<file path="src/sv/itt_pkg.sv">
package itt_pkg;

	// parse modes
	typedef enum logic [2:0] {
		M_SKIP    = 3'd0,
		M_COMMENT = 3'd1,
		M_SECTION = 3'd2,
		M_KEYNAME = 3'd3,
		M_KEYGAP  = 3'd4,
		M_VLEAD   = 3'd5,
		M_VALUE   = 3'd6,
		M_DRAIN   = 3'd7
	} mode_t;

	// record kinds
	typedef enum logic [1:0] {
		KIND_SECTION = 2'd0,
		KIND_KEY     = 2'd1,
		KIND_END_OK  = 2'd2,
		KIND_END_ERR = 2'd3
	} kind_t;

	typedef struct packed {
		kind_t       kind;
		logic [15:0] index;
		logic [15:0] name_start;
		logic [15:0] name_end;
		logic [15:0] value_start;
		logic [15:0] value_end;
		logic        final_flag;
	} rec_t;

	localparam logic [7:0] CH_NUL       = 8'h00;
	localparam logic [7:0] CH_SEMICOLON = 8'h3B;
	localparam logic [7:0] CH_LBRACKET  = 8'h5B;
	localparam logic [7:0] CH_RBRACKET  = 8'h5D;
	localparam logic [7:0] CH_EQUALS    = 8'h3D;
	localparam logic [7:0] CH_LF        = 8'h0A;
	localparam logic [7:0] CH_CR        = 8'h0D;
	localparam logic [7:0] CH_SPACE     = 8'h20;
	localparam logic [7:0] CH_TAB       = 8'h09;

	// space, tab, lf, vt, ff, cr
	function automatic logic is_space(input logic [7:0] b);
		return (b == CH_SPACE) || ((b >= CH_TAB) && (b <= CH_CR));
	endfunction

	function automatic logic is_newline(input logic [7:0] b);
		return (b == CH_LF) || (b == CH_CR);
	endfunction

endpackage

</file>
<file path="src/sv/itt_step.sv">
module itt_step #(
	parameter int OFFSET_BITS = 16
) (
	input  itt_pkg::mode_t           mode,
	input  logic [OFFSET_BITS-1:0]   pos,
	input  logic                     section_seen,
	input  logic [15:0]              entry_count,
	input  logic [OFFSET_BITS-1:0]   tok_name_start,
	input  logic [OFFSET_BITS-1:0]   tok_name_end,
	input  logic [OFFSET_BITS-1:0]   tok_value_start,
	input  logic [OFFSET_BITS-1:0]   last_nonspace,
	input  logic [7:0]               text_byte,
	input  logic                     last_byte,
	output itt_pkg::mode_t           mode_nxt,
	output logic [OFFSET_BITS-1:0]   pos_nxt,
	output logic                     section_seen_nxt,
	output logic [15:0]              entry_count_nxt,
	output logic [OFFSET_BITS-1:0]   tok_name_start_nxt,
	output logic [OFFSET_BITS-1:0]   tok_name_end_nxt,
	output logic [OFFSET_BITS-1:0]   tok_value_start_nxt,
	output logic [OFFSET_BITS-1:0]   last_nonspace_nxt,
	output logic                     emit,
	output itt_pkg::rec_t            rec
);
	import itt_pkg::*;

	localparam logic [OFFSET_BITS-1:0] POS_ONE = {{(OFFSET_BITS-1){1'b0}}, 1'b1};

	logic                   term;
	logic                   err;
	logic                   n1;
	mode_t                  m1;
	logic [OFFSET_BITS-1:0] pos1;
	logic [OFFSET_BITS-1:0] tns1;
	logic [OFFSET_BITS-1:0] tne1;
	logic [OFFSET_BITS-1:0] tvs1;
	logic [OFFSET_BITS-1:0] lnp1;
	logic                   ss1;
	logic [15:0]            cnt_inc;
	kind_t                  rk;
	logic [15:0]            ridx;
	logic [OFFSET_BITS-1:0] rns;
	logic [OFFSET_BITS-1:0] rne;
	logic [OFFSET_BITS-1:0] rvs;
	logic [OFFSET_BITS-1:0] rve;
	logic                   rfin;
	logic                   clr;

	assign term    = (text_byte == CH_NUL) || last_byte;
	assign cnt_inc = entry_count + 16'd1;

	// byte handling and in-text records
	always_comb begin
		m1   = mode;
		pos1 = pos;
		tns1 = tok_name_start;
		tne1 = tok_name_end;
		tvs1 = tok_value_start;
		lnp1 = last_nonspace;
		ss1  = section_seen;
		n1   = 1'b0;
		err  = 1'b0;
		rk   = KIND_SECTION;
		rns  = '0;
		rne  = '0;
		rvs  = '0;
		rve  = '0;
		if (text_byte != CH_NUL) begin
			pos1 = pos + POS_ONE;
			case (mode)
				M_SKIP: begin
					if (is_space(text_byte)) begin
						m1 = M_SKIP;
					end else if (text_byte == CH_SEMICOLON) begin
						m1 = M_COMMENT;
					end else if (text_byte == CH_LBRACKET) begin
						tns1 = pos + POS_ONE;
						m1   = M_SECTION;
					end else if (!section_seen) begin
						err = 1'b1;
					end else begin
						tns1 = pos;
						if (text_byte == CH_EQUALS) begin
							tne1 = pos;
							m1   = M_VLEAD;
						end else begin
							m1 = M_KEYNAME;
						end
					end
				end
				M_COMMENT: begin
					if (is_newline(text_byte)) m1 = M_SKIP;
				end
				M_SECTION: begin
					if (text_byte == CH_RBRACKET) begin
						rk  = KIND_SECTION;
						rns = tok_name_start;
						rne = pos;
						ss1 = 1'b1;
						m1  = M_SKIP;
						n1  = 1'b1;
					end
				end
				M_KEYNAME: begin
					if (text_byte == CH_EQUALS) begin
						tne1 = pos;
						m1   = M_VLEAD;
					end else if (is_space(text_byte)) begin
						tne1 = pos;
						m1   = M_KEYGAP;
					end
				end
				M_KEYGAP: begin
					if (text_byte == CH_EQUALS) m1 = M_VLEAD;
				end
				M_VLEAD: begin
					if (is_newline(text_byte) || (text_byte == CH_SEMICOLON)) begin
						rk  = KIND_KEY;
						rns = tok_name_start;
						rne = tok_name_end;
						rvs = pos;
						rve = pos;
						m1  = (text_byte == CH_SEMICOLON) ? M_COMMENT : M_SKIP;
						n1  = 1'b1;
					end else if (!is_space(text_byte)) begin
						tvs1 = pos;
						lnp1 = pos + POS_ONE;
						m1   = M_VALUE;
					end
				end
				M_VALUE: begin
					if (is_newline(text_byte) || (text_byte == CH_SEMICOLON)) begin
						rk  = KIND_KEY;
						rns = tok_name_start;
						rne = tok_name_end;
						rvs = tok_value_start;
						rve = last_nonspace;
						m1  = (text_byte == CH_SEMICOLON) ? M_COMMENT : M_SKIP;
						n1  = 1'b1;
					end else if (!is_space(text_byte)) begin
						lnp1 = pos + POS_ONE;
					end
				end
				default: begin
					m1 = mode;
				end
			endcase
		end
	end

	// end of text, errors and the next state
	always_comb begin
		mode_nxt            = m1;
		pos_nxt             = pos1;
		section_seen_nxt    = ss1;
		entry_count_nxt     = n1 ? cnt_inc : entry_count;
		tok_name_start_nxt  = tns1;
		tok_name_end_nxt    = tne1;
		tok_value_start_nxt = tvs1;
		last_nonspace_nxt   = lnp1;
		emit                = 1'b0;
		rec.kind            = rk;
		ridx                = cnt_inc;
		rec.name_start      = 16'(rns);
		rec.name_end        = 16'(rne);
		rec.value_start     = 16'(rvs);
		rec.value_end       = 16'(rve);
		rfin                = 1'b0;
		clr                 = 1'b0;
		if (mode == M_DRAIN) begin
			mode_nxt            = mode;
			pos_nxt             = pos;
			section_seen_nxt    = section_seen;
			entry_count_nxt     = entry_count;
			tok_name_start_nxt  = tok_name_start;
			tok_name_end_nxt    = tok_name_end;
			tok_value_start_nxt = tok_value_start;
			last_nonspace_nxt   = last_nonspace;
			clr                 = term;
		end else if (err) begin
			emit            = 1'b1;
			rec.kind        = KIND_END_ERR;
			ridx            = entry_count;
			rec.name_start  = '0;
			rec.name_end    = '0;
			rec.value_start = '0;
			rec.value_end   = '0;
			rfin            = 1'b1;
			mode_nxt        = M_DRAIN;
			clr             = term;
		end else if (!term) begin
			emit = n1;
		end else begin
			emit = 1'b1;
			rfin = 1'b1;
			clr  = 1'b1;
			if (!n1) begin
				// close whatever token is still open at the end offset, or else send an end-ok record
				case (m1)
					M_SECTION: begin
						rec.kind        = KIND_SECTION;
						rec.name_start  = 16'(tns1);
						rec.name_end    = 16'(pos1);
						rec.value_start = '0;
						rec.value_end   = '0;
					end
					M_KEYNAME: begin
						rec.kind        = KIND_KEY;
						rec.name_start  = 16'(tns1);
						rec.name_end    = 16'(pos1);
						rec.value_start = 16'(pos1);
						rec.value_end   = 16'(pos1);
					end
					M_KEYGAP, M_VLEAD: begin
						rec.kind        = KIND_KEY;
						rec.name_start  = 16'(tns1);
						rec.name_end    = 16'(tne1);
						rec.value_start = 16'(pos1);
						rec.value_end   = 16'(pos1);
					end
					M_VALUE: begin
						rec.kind        = KIND_KEY;
						rec.name_start  = 16'(tns1);
						rec.name_end    = 16'(tne1);
						rec.value_start = 16'(tvs1);
						rec.value_end   = 16'(lnp1);
					end
					default: begin
						rec.kind        = KIND_END_OK;
						ridx            = entry_count;
						rec.name_start  = '0;
						rec.name_end    = '0;
						rec.value_start = '0;
						rec.value_end   = '0;
					end
				endcase
			end
		end
		rec.index      = ridx;
		rec.final_flag = rfin;
		if (clr) begin
			mode_nxt            = M_SKIP;
			pos_nxt             = '0;
			section_seen_nxt    = 1'b0;
			entry_count_nxt     = '0;
			tok_name_start_nxt  = '0;
			tok_name_end_nxt    = '0;
			tok_value_start_nxt = '0;
			last_nonspace_nxt   = '0;
		end
	end

endmodule

</file>
<file path="src/sv/ini_text_tokenizer.sv">
// channel  | handshake                  | word contents
// ---------+----------------------------+-------------------------------------------
// text     | text_valid / text_ready    | text_byte, last_byte
// record   | record_valid / record_ready| record_kind, entry_index, name and value
//          |                            | bounds, final_record
//
// one text byte per clock sustained while records are taken; a byte waits in the input register
// and its record (if any) is loaded into the output register when the byte advances
// state update and record forming sit in one combinational step between the two
// registers, so record_valid rises as the byte leaves the input register
// a record left untaken stalls the input register; text_ready drops only then
// arst_n clears the mode machine, offsets, counters and both valid flags
module ini_text_tokenizer #(
	parameter int OFFSET_BITS = 16
) (
	input  logic        clk,
	input  logic        arst_n,
	input  logic        text_valid,
	output logic        text_ready,
	input  logic [7:0]  text_byte,
	input  logic        last_byte,
	output logic        record_valid,
	input  logic        record_ready,
	output logic [1:0]  record_kind,
	output logic [15:0] entry_index,
	output logic [15:0] name_start,
	output logic [15:0] name_end,
	output logic [15:0] value_start,
	output logic [15:0] value_end,
	output logic        final_record
);
	import itt_pkg::*;

	// input register
	logic       valid_s1;
	logic [7:0] byte_s1;
	logic       last_s1;

	// parser state
	mode_t                  mode_q;
	logic [OFFSET_BITS-1:0] pos_q;
	logic                   section_seen_q;
	logic [15:0]            entry_count_q;
	logic [OFFSET_BITS-1:0] tok_name_start_q;
	logic [OFFSET_BITS-1:0] tok_name_end_q;
	logic [OFFSET_BITS-1:0] tok_value_start_q;
	logic [OFFSET_BITS-1:0] last_nonspace_q;

	// next state from the step logic
	mode_t                  mode_nxt;
	logic [OFFSET_BITS-1:0] pos_nxt;
	logic                   section_seen_nxt;
	logic [15:0]            entry_count_nxt;
	logic [OFFSET_BITS-1:0] tok_name_start_nxt;
	logic [OFFSET_BITS-1:0] tok_name_end_nxt;
	logic [OFFSET_BITS-1:0] tok_value_start_nxt;
	logic [OFFSET_BITS-1:0] last_nonspace_nxt;
	logic                   emit;
	rec_t                   rec;

	// output register
	logic out_valid_q;
	rec_t rec_q;

	logic advance;

	// the byte in s1 moves on when the output register is free or being emptied
	assign advance    = valid_s1 && (!out_valid_q || record_ready);
	assign text_ready = !valid_s1 || advance;

	always_ff @(posedge clk or negedge arst_n) begin
		if (!arst_n) begin
			valid_s1 <= 1'b0;
		end else if (text_ready) begin
			valid_s1 <= text_valid;
		end
	end

	always_ff @(posedge clk) begin
		if (text_ready && text_valid) begin
			byte_s1 <= text_byte;
			last_s1 <= last_byte;
		end
	end

	itt_step #(
		.OFFSET_BITS(OFFSET_BITS)
	) u_step (
		.mode               (mode_q),
		.pos                (pos_q),
		.section_seen       (section_seen_q),
		.entry_count        (entry_count_q),
		.tok_name_start     (tok_name_start_q),
		.tok_name_end       (tok_name_end_q),
		.tok_value_start    (tok_value_start_q),
		.last_nonspace      (last_nonspace_q),
		.text_byte          (byte_s1),
		.last_byte          (last_s1),
		.mode_nxt           (mode_nxt),
		.pos_nxt            (pos_nxt),
		.section_seen_nxt   (section_seen_nxt),
		.entry_count_nxt    (entry_count_nxt),
		.tok_name_start_nxt (tok_name_start_nxt),
		.tok_name_end_nxt   (tok_name_end_nxt),
		.tok_value_start_nxt(tok_value_start_nxt),
		.last_nonspace_nxt  (last_nonspace_nxt),
		.emit               (emit),
		.rec                (rec)
	);

	// parser state advances once per byte
	always_ff @(posedge clk or negedge arst_n) begin
		if (!arst_n) begin
			mode_q            <= M_SKIP;
			pos_q             <= '0;
			section_seen_q    <= 1'b0;
			entry_count_q     <= '0;
			tok_name_start_q  <= '0;
			tok_name_end_q    <= '0;
			tok_value_start_q <= '0;
			last_nonspace_q   <= '0;
		end else if (advance) begin
			mode_q            <= mode_nxt;
			pos_q             <= pos_nxt;
			section_seen_q    <= section_seen_nxt;
			entry_count_q     <= entry_count_nxt;
			tok_name_start_q  <= tok_name_start_nxt;
			tok_name_end_q    <= tok_name_end_nxt;
			tok_value_start_q <= tok_value_start_nxt;
			last_nonspace_q   <= last_nonspace_nxt;
		end
	end

	// result register: loads a new word when empty or as the old one leaves
	always_ff @(posedge clk or negedge arst_n) begin
		if (!arst_n) begin
			out_valid_q <= 1'b0;
		end else if (advance) begin
			out_valid_q <= emit;
		end else if (record_ready) begin
			out_valid_q <= 1'b0;
		end
	end

	always_ff @(posedge clk) begin
		if (advance && emit) begin
			rec_q <= rec;
		end
	end

	assign record_valid = out_valid_q;
	assign record_kind  = rec_q.kind;
	assign entry_index  = rec_q.index;
	assign name_start   = rec_q.name_start;
	assign name_end     = rec_q.name_end;
	assign value_start  = rec_q.value_start;
	assign value_end    = rec_q.value_end;
	assign final_record = rec_q.final_flag;

	// an end record always closes the text
	assert property (@(posedge clk) disable iff (!arst_n)
		record_valid && ((record_kind == KIND_END_OK) || (record_kind == KIND_END_ERR))
		|-> final_record)
		else $error("end record without final flag");

	// nothing leaves while the rest of an errored text is being dropped
	assert property (@(posedge clk) disable iff (!arst_n)
		(mode_q == M_DRAIN) |-> !(advance && emit))
		else $error("record emitted while draining");

	// a key record only after some section
	assert property (@(posedge clk) disable iff (!arst_n)
		advance && emit && (rec.kind == KIND_KEY) |-> section_seen_q)
		else $error("key record before any section");

	// entry numbers count up by one for each non-final section or key
	assert property (@(posedge clk) disable iff (!arst_n)
		advance && emit && !rec.final_flag
		&& ((rec.kind == KIND_SECTION) || (rec.kind == KIND_KEY))
		|=> entry_count_q == $past(entry_count_q) + 16'd1)
		else $error("entry count did not step");

endmodule
</file>
<file path="config.mk">
export PLATFORM = sky130hd
export DESIGN_NAME = ini_text_tokenizer
export DESIGN_NICKNAME = d
export VERILOG_FILES = /design/src/sv/itt_pkg.sv /design/src/sv/itt_step.sv /design/src/sv/ini_text_tokenizer.sv
export SDC_FILE = /design/constraint.sdc
export NUM_CORES = 1
export LEC_CHECK = 0
export BUFFER_PORTS_ARGS = -buffer_cell sky130_fd_sc_hd__buf_2
export CORE_ASPECT_RATIO = 0.9
export CORE_MARGIN = 2
export CORE_UTILIZATION = 45
export CTS_BUF_LIST = sky130_fd_sc_hd__clkbuf_2
export DETAILED_ROUTE_END_ITERATION = 12
export PLACE_DENSITY = 0.72
export SYNTH_ARGS = -nofsm -noshare
export SYNTH_HDL_FRONTEND = slang
export SYNTH_HIERARCHICAL = 1
export SYNTH_SLANG_ARGS = --single-unit
</file>
<file path="constraint.sdc">
create_clock -name clk -period 14.8 [get_ports clk]
set_clock_uncertainty 0.05 [all_clocks]
set_input_delay 2.22 -clock clk [delete_from_list [all_inputs] [get_ports clk]]
set_output_delay 2.22 -clock clk [all_outputs]
set_load 0.02 [all_outputs]
</file>
==> flow_metrics.py <==
metrics = {
    "clock_network": {
        "ctsHoldBuffers": 0,
        "clock_latency_ps": 830,
        "clkSinkCount": 194,
        "cts_buffers": 17,
        "clk_pin_slew_worst_paths_ps": 280,
        "cts_tree": "yes",
        "cts_resized": 0,
        "cts_root_buf": "clkbuf_2",
        "clockBufferDepth": 2,
        "post_cts_buffers": 0,
        "htree_num_levels": 4,
    },
    "synthesis": {
        "ys.flop_type": "dfrtp_1",
        "netlist_area_um2": 12200,
        "synth_top_area_cell": "edfxtp_1",
        "ys_top_cells_by_count": "nand2_1 (148), nor2_1 (109), dfrtp_1 (102)",
        "synth_edf_count": 92,
        "netlist_instances": 1217,
        "ys_warn_count": 6,
        "synth_nets": 1232,
        "yosysMostFrequentCell": "nand2_1",
        "ys_ff_latch": 194,
        "yosysUniqueCellTypes": 90,
        "ys_seq_area_share_pct": 43.5,
        "async_flop_share_pct": 52.6,
        "syn_area_per_cell_um2": 10.0,
        "synth_top_area_share_pct": 22.6,
        "synth_area_leaders": "edfxtp_1 (23%), dfrtp_1 (21%), mux2_4 (12%), nand2_1 (4.5%), a21oi_1 (3.8%)",
    },
    "route": {
        "drc": 0,
        "vias": 9946,
        "drt-vias-per-instance": 6.18,
        "routedWlPerCell_um": 21.7,
        "drt_iter0_markers": 1272,
        "drtPass1Iterations": 6,
        "ant_nets": 0,
        "drt-total-wl_um": 34900,
    },
    "job": {
        "drv_cap": 0,
    },
    "setup_path": {
        "end_kind": "output port",
        "path_class": "in -> out",
        "crit_top_cell": "buf_2",
        "cp-start-kind": "primary input",
        "critical_path.slowest_cell": "nor2b_1",
        "worstPathCellList": "buf_2 -> nor2b_1 -> nand2_1 -> buf_2",
        "critPathArrivalTime_ps": 2860,
        "required_ps": 12530,
        "worst_path_largest_cell_delay_ps": 230,
        "cp_max_fo": 3,
    },
    "layout": {
        "fin_nets": 1256,
        "drive_gt1_share_pct": 22.1,
        "final_area_um2": 13000,
        "fill_cells": 2512,
        "area_growth_pct": 6.08,
    },
    "floorplanning": {
        "dieArea_um2": 28500,
        "ioPinCount": 98,
        "dieWidth_um": 178,
        "core_um2": 26800,
        "die-height_um": 160,
        "fp-row-count": 57,
        "initial_utilization_pct": 45.5,
    },
    "min_path": {
        "hp-class": "reg -> reg",
    },
    "global_routing": {
        "grt_max_degree": 67,
        "grt-ovfl-total": 0,
        "grt_pass1_vias": 9461,
        "grtUsageTotal_pct": 24.8,
        "antenna_found_initial": 2,
        "grt_pass1_wl_um": 55000,
    },
    "placement": {
        "place_area_um2": 12700,
        "hpwlAfterDp_um": 23100,
        "io_buffer_count": 97,
        "place_congestion": 0.946,
    },
    "power_and_ir_drop": {
        "powerDensity_nw_per_um2": 132,
        "ir_worst_vdd_mv": 0.135,
        "p_leak_nw": 5.23,
    },
    "run_status": {
        "status": "finished, final reports clean",
    },
    "sta": {
        "min_period_ps": 5130,
        "worstMarginPinSlew_ps": 1360,
        "rsz0062_at_grt": "false",
        "fin_crit_sh_pct": 34.6,
        "drv_slew": 0,
        "finalSetupViolCount": 0,
        "setup_tns_ps": 0,
        "relSlewSlack_pct": 9.11,
        "hold_viol_final": 0,
        "clock.fmax_ghz": 0.195,
    },
}
## per-layer routing
layer  wire, um  GRT usage [%]
met5          0              0
met4       1100           9.13
met3       3300           5.98
met2      15400           35.5
met1      15100           36.3
## stage by stage
stage                     utilization [%]  total power [mW]  worst slack, ps  hold WS (ps)  std cells
final                                48.3              1.70             9670           535       1610
after global routing                 48.3              1.79             9580           554       1610
after CTS                            48.3              1.70             9670           538       1608
after detailed placement             47.2              1.40             9670           471       1576
after global placement               47.2              1.39             9690           467       1576
after floorplan                         -              1.23             8500           426       1217
## critical path: cells and delay by family
| family | cells | cell delay [ps] |
|---|---|---|
| buffers and inverters | 2 | 280 |
| AND/OR/NAND/NOR | 2 | 360 |
## flip-flops by register name, summed over array words and instances, names as in the netlist, 2 cells and up
| signal | flops |
|---|---|
| entry_count_q | 16 |
| tok_value_start_q | 16 |
| value_start | 16 |
| name_start | 16 |
| last_nonspace_q | 16 |
| byte_s1 | 8 |
| name_end | 16 |
| entry_index | 16 |
| pos_q | 16 |
| record_kind | 2 |
| tok_name_end_q | 16 |
| tok_name_start_q | 16 |
| mode_q | 3 |
| value_end | 16 |
## cells in the final DEF (no fill, tap or decap), types with 5 or more instances in the layout
| cell type | netlist | final |
|---|---|---|
| nand2_1 | 148 | 148 |
| nor2_1 | 109 | 108 |
| dfrtp_1 | 102 | 102 |
| mux2_4 | 100 | 100 |
| buf_2 | 16 | 96 |
| edfxtp_1 | 92 | 92 |
| a21oi_1 | 92 | 92 |
| nand3_1 | 50 | 50 |
| o21ai_0 | 35 | 35 |
| xnor2_1 | 27 | 27 |
| xor2_1 | 24 | 24 |
| nor3_1 | 23 | 22 |
| a22o_1 | 19 | 19 |
| and2_1 | 18 | 18 |
| clkbuf_2 | 0 | 17 |
| a22oi_1 | 17 | 17 |
| a211oi_1 | 18 | 17 |
| or3_1 | 16 | 16 |
| buf_4 | 5 | 15 |
| and3_1 | 14 | 14 |
| nand4_1 | 14 | 14 |
| o21ai_1 | 12 | 12 |
| o211ai_1 | 12 | 12 |
| a31oi_1 | 12 | 12 |
| a41oi_1 | 12 | 12 |
| nand2b_1 | 11 | 10 |
| o22ai_1 | 10 | 10 |
| inv_1 | 9 | 9 |
| o31ai_1 | 9 | 9 |
| o221ai_1 | 6 | 6 |
| inv_6 | 0 | 5 |
| or4_1 | 5 | 5 |
| nor4_1 | 5 | 5 |
| or2_2 | 5 | 5 |
| a221o_1 | 5 | 5 |
## path summary, 6_finish.rpt
check | from | end | slack (ps) | cells past startpoint
max | record_ready | text_ready | 9670 | 4
min | tok_name_start_q[12] | tok_name_start_q[12] | 530 | 1
max reg2reg | byte_s1[2] | name_end[3] | 10200 | 8
min reg2reg | tok_name_start_q[12] | tok_name_start_q[12] | 530 | 1
max in group asynchronous | arst_n | tok_name_start_q[15] | 12100 | 2
min in group asynchronous | arst_n | last_nonspace_q[4] | 1250 | 1
## cell type report
class | count | area, um^2 | share of cell area, %
diodes | 2 | 5.00 | 0.0386
clock buffers | 17 | 85.1 | 0.657
clock inverters | 15 | 193 | 1.49
inverters | 10 | 37.5 | 0.290
multi-input cells | 907 | 6280 | 48.5
flip-flops and latches | 194 | 5320 | 41.0
well taps | 354 | 443 | 3.42
repair buffers | 111 | 593 | 4.58
## where the power goes
group | internal [mW] | total (mW) | switching [mW]
clock network | 0.0882 | 0.300 | 0.212
registers | 0.666 | 0.735 | 0.0693
logic | 0.204 | 0.669 | 0.465
## kinds of logic (layout without fill, tap and decap cells)
| group | after synthesis | after routing | synth area share [%] |
|---|---|---|---|
| buffers and inverters | 116 | 153 | 5.28 |
| DFF | 194 | 194 | 43.5 |
| muxes | 103 | 103 | 12.6 |
| other | 0 | 2 | 0 |
| adders and majority gates | 2 | 2 | 0.205 |
| AOI/OAI and AO/OA | 301 | 301 | 16.7 |
| xor gates and xnor gates | 51 | 51 | 3.66 |
| and+or+nand+nor | 450 | 450 | 18.0 |
No activity file was read; power rests on OpenSTA's default activity.
